## src/sv/gkis_pkg.sv

```systemverilog
`timescale 1ns / 1ps
`default_nettype none
package gkis_pkg;

    localparam int CAPACITY    = 32;
    localparam int HANDLE_BITS = 5;
    localparam int KEY_BITS    = 54;
    localparam int RANK_BITS   = 2;

    localparam logic [RANK_BITS-1:0] RANK_OTHER = 2'd2;

    typedef struct packed {
        logic                   valid;
        logic [RANK_BITS-1:0]   rank;
        logic [KEY_BITS-1:0]    key;
        logic [HANDLE_BITS-1:0] handle;
    } entry_t;

    typedef struct packed {
        logic insert;
        logic pop;
    } cell_ctrl_t;

    typedef enum logic [1:0] {
        ST_FILL  = 2'b01,
        ST_DRAIN = 2'b10
    } state_t;

endpackage
`default_nettype wire

```

## src/sv/gkis_cell.sv

```systemverilog
`timescale 1ns / 1ps
`default_nettype none
module gkis_cell (
    input  wire logic               clk,
    input  wire logic               rst_n,
    input  gkis_pkg::cell_ctrl_t    ctrl,
    input  gkis_pkg::entry_t        new_entry,
    input  gkis_pkg::entry_t        prev_entry,
    input  wire logic               prev_after,
    input  gkis_pkg::entry_t        next_entry,
    output gkis_pkg::entry_t        entry,
    output logic                    after
);
    import gkis_pkg::*;

    logic                   valid_reg;
    logic                   valid_next;
    logic [RANK_BITS-1:0]   rank_reg;
    logic [RANK_BITS-1:0]   rank_next;
    logic [KEY_BITS-1:0]    key_reg;
    logic [KEY_BITS-1:0]    key_next;
    logic [HANDLE_BITS-1:0] handle_reg;
    logic [HANDLE_BITS-1:0] handle_next;

    // stored entry stays ahead of the new one (equal keys keep arrival order)
    always_comb
    begin
        if (rank_reg != new_entry.rank)
        begin
            after = valid_reg && (rank_reg < new_entry.rank);
        end
        else
        begin
            after = valid_reg && (key_reg <= new_entry.key);
        end
    end

    always_comb
    begin
        valid_next  = valid_reg;
        rank_next   = rank_reg;
        key_next    = key_reg;
        handle_next = handle_reg;
        if (ctrl.pop)
        begin
            // advance toward the head
            valid_next  = next_entry.valid;
            rank_next   = next_entry.rank;
            key_next    = next_entry.key;
            handle_next = next_entry.handle;
        end
        else if (ctrl.insert && !after)
        begin
            if (prev_after)
            begin
                valid_next  = 1'b1;
                rank_next   = new_entry.rank;
                key_next    = new_entry.key;
                handle_next = new_entry.handle;
            end
            else
            begin
                valid_next  = prev_entry.valid;
                rank_next   = prev_entry.rank;
                key_next    = prev_entry.key;
                handle_next = prev_entry.handle;
            end
        end
    end

    always_ff @(posedge clk or negedge rst_n)
    begin
        if (!rst_n)
        begin
            valid_reg <= 1'b0;
        end
        else
        begin
            valid_reg <= valid_next;
        end
    end

    always_ff @(posedge clk)
    begin
        rank_reg   <= rank_next;
        key_reg    <= key_next;
        handle_reg <= handle_next;
    end

    assign entry.valid  = valid_reg;
    assign entry.rank   = rank_reg;
    assign entry.key    = key_reg;
    assign entry.handle = handle_reg;

endmodule
`default_nettype wire

```

## config.mk

```make
export PLATFORM = sky130hd
export DESIGN_NAME = gkis_cell
export DESIGN_NICKNAME = d
export VERILOG_FILES = /design/src/sv/gkis_pkg.sv /design/src/sv/gkis_cell.sv
export SDC_FILE = /design/constraint.sdc
export NUM_CORES = 1
export LEC_CHECK = 0
export BUFFER_PORTS_ARGS = -buffer_cell sky130_fd_sc_hd__clkbuf_2
export CORE_MARGIN = 8
export CORE_UTILIZATION = 45
export CTS_BUF_LIST = sky130_fd_sc_hd__clkbuf_4
export CTS_CLUSTER_DIAMETER = 40
export DETAILED_ROUTE_END_ITERATION = 10
export GPL_ROUTABILITY_DRIVEN = 0
export MAX_ROUTING_LAYER = met4
export PLACE_DENSITY = 0.86
export SLEW_MARGIN = 20
export SYNTH_ARGS = -nofsm -noshare
export SYNTH_HDL_FRONTEND = slang
export SYNTH_SLANG_ARGS = --single-unit
```

## constraint.sdc

```tcl
create_clock -name clk -period 4.9 [get_ports clk]
set_input_delay 0 -clock clk [delete_from_list [all_inputs] [get_ports clk]]
set_output_delay 0 -clock clk [all_outputs]
set_load 0.05 [all_outputs]
```

==> flow_summary.ini <==
[global_routing]
grt_max_degree = 66
grt_pass1_vias = 5524
gr-total-overflow = 0
grt_pass1_wl_um = 27400
grt_usage_pct = 25.3
antenna_found_initial = 0

[power_and_ir_drop]
power_switching_share_pct = 38.3
cellLeakagePower_nw = 3.85
switchingPower_mw = 0.768
power.density_nw_per_um2 = 272
clock_power_share_pct = 23.0
p_comb_share_pct = 41.4
pwr-share-seq_pct = 35.6
p_int_mw = 1.23
ir_drop_mv = 0.215
p_total_mw = 2.00

[setup_path]
critPathCaptureType = flop
cp.required_ns = 4.98
cpLargestDelayFamily = simple AND/OR/NAND/NOR gates
slowest_stage = a21o_2
critical_path_class = reg -> reg
worstReg2RegEnd = key_reg[1]
r2r.worst_path.cells = 9
crit_chain = ha_1 > nand4_4 > nor4_4 > nand2b_1 > o2bb2ai_1 > nor3_1 > nand2_1 > a21o_2 > buf_4
worstPathArrival_ns = 3.18
crit_buf_inv = 1
critPathMaxFanout = 29
critPathLaunchType = flop
r2r_start = key_reg[53]
r2r_slack_ns = 1.80
worst_path_largest_cell_delay_ns = 0.58

[cells_and_area]
largest_reg_flops = 54
fin_nets = 1092
drive_gt1_share_pct = 32.5
layout_common_cells = clkbuf_2 (250), dlygate4sd3_1 (120), nand2_1 (76), o21ai_0 (67)
final_common_cell = clkbuf_2
area_growth_pct = 59.4
finish.utilization_pct = 72.7
antenna_cells = 0

[synthesis]
synth_area_um2 = 4620
yosys.area.top_type = edfxtp_1
postSynthCellCount = 481
yosys.cell_types.count = 35
synthArstFlopShare_pct = 1.61
yosysTopAreaCellShare_pct = 39.6
synth-seq-cells = 62
synth_edf_count = 61
ys_seq_area_share_pct = 40.2
synthTopCellsByArea = edfxtp_1 (40%), ha_1 (15%), mux2i_1 (13%)
synth_warnings = 0
synth_top_flop_cell = edfxtp_1
syn_avg_cell_area_um2 = 9.61
syn_nets = 728

[run]
max-cap-violations = 0

[cts]
clock-sinks = 62
clock_latency_ns = 0.41
cts.clk_slew.worst_paths_ns = 0.10
cts_buffers = 9
clockBufferDepth = 2
cts_root_buf = clkbuf_4
cts_tree = yes
cts-resized-gates = 0
cts-htree-levels = 3
post_cts.repair.setup_buffers = 0

[timing]
hold_viol = 0
rsz0062_at_grt = false
slew_viol_final = 0
final.min_clock_period_ns = 3.10
final.hold.worst_slack_ns = 0.0278
setup_violations = 0
fin_crit_sh_pct = 63.2
setup_slack_ns = 1.80
setup-tns-final_ns = 0
worst_slew_pin_slew_ns = 1.06
finClkSkew_ns = 0.0245
max_slew_margin_pct = 29.4
max_freq_mhz = 323

[route]
drt-total-wl_um = 17200
dr.first_iter.drc_count = 257
viasPerCell = 5.13
drc_errors = 0
postRouteAntennaNets = 0
vias = 5060
wl_per_cell_um = 17.5
drt_first_pass_iters = 4

[floorplan]
core-area_um2 = 10100
die_w_um = 117
pin_count = 254
initial_core_util_pct = 45.6
die_area_um2 = 13800
die_y_um = 117
row_count = 37

[min_path]
hold-path-endpoint = key_reg[53]
hp-class = in -> reg
min-delay-start = prev_entry[58]
min_path_cells = 3

[run_status]
status = finished, final reports clean

[place]
place_ws_ns = 1.75
portBuffers = 252
dp_hpwl_um = 11700
## Yosys cell counts (all sizes together) (2+ instances only)
cell     n
nand2   76
o21ai   69
edfxtp  61
mux2i   61
inv     60
ha      56
a21oi   24
clkbuf  15
nand4    9
nand3    8
buf      7
nor2     6
a21o     5
and4     3
a211o    2
a221o    2
a221oi   2
nor3     2
nor4     2
o21a     2
## worst min-delay path: cells and delay by family
family / cells / cell delay, ns
mux: 1 / 0.05
compound gates: 1 / 0.18
buf+inv: 1 / 0.08
## how the worst max path moves through the flow
| stage | start | end | slack (ns) | cells after the start |
|---|---|---|---|---|
| floorplan | key_reg[53] | handle_reg[0] | 1.34 | 8 |
| global placement | key_reg[52] | handle_reg[2] | 1.80 | 9 |
| detailed placement | key_reg[53] | handle_reg[4] | 1.75 | 9 |
| CTS | key_reg[52] | key_reg[3] | 1.73 | 9 |
| global route | key_reg[52] | key_reg[1] | 1.58 | 9 |
| finish | key_reg[53] | key_reg[1] | 1.80 | 9 |
## through the flow
stage | area (um^2) | instances
6_report | 7370 | 986
3_5_place_dp | 5990 | 850
2_1_floorplan | 4620 | 481
4_1_cts | 7370 | 986
5_1_grt | 7370 | 986
3_3_place_gp | 5990 | 850
## power by group through the flow
| stage | Clock [mW] | Combinational [mW] | Sequential, mW |
|---|---|---|---|
| floorplan | 0 | 0.256 | 0.958 |
| global placement | 0 | 0.707 | 0.718 |
| detailed placement | 0 | 0.720 | 0.723 |
| CTS | 0.464 | 0.820 | 0.710 |
| global route | 0.492 | 0.895 | 0.720 |
| finish | 0.461 | 0.828 | 0.713 |
## routing by layer
metal	global-route usage [%]	part of all wire [%]
met5	-	0
met4	12.3	4.1
met3	6.33	6.9
met2	44.3	51
met1	26.1	38
## area by class of cell
cell class                 count  area [um^2]
fill                         688         2770
timing repair buffer         375         2490
multi-input combinational    337         2450
sequential                    62         1860
inverter                      60          225
tap                          136          170
clock inverter                 7          113
clock buffer                   9         67.6
## repair_timing
item / in CTS / in global routing
endpoints found under the hold margin: 63 / 0
setup endpoints to repair: 0 / 0
hold buffers: 120 / 0
## kinds of logic after synthesis
| kind of cell | after synthesis | share of synthesized area (%) |
|---|---|---|
| muxes | 61 | 13.2 |
| DFF | 62 | 40.2 |
| and+or+nand+nor | 110 | 11.5 |
| adders and majority gates | 56 | 15.2 |
| AOI/OAI and AO/OA | 110 | 13.0 |
| buffers and inverters | 82 | 6.90 |
Note: power is estimated with default switching activity, not from simulation.
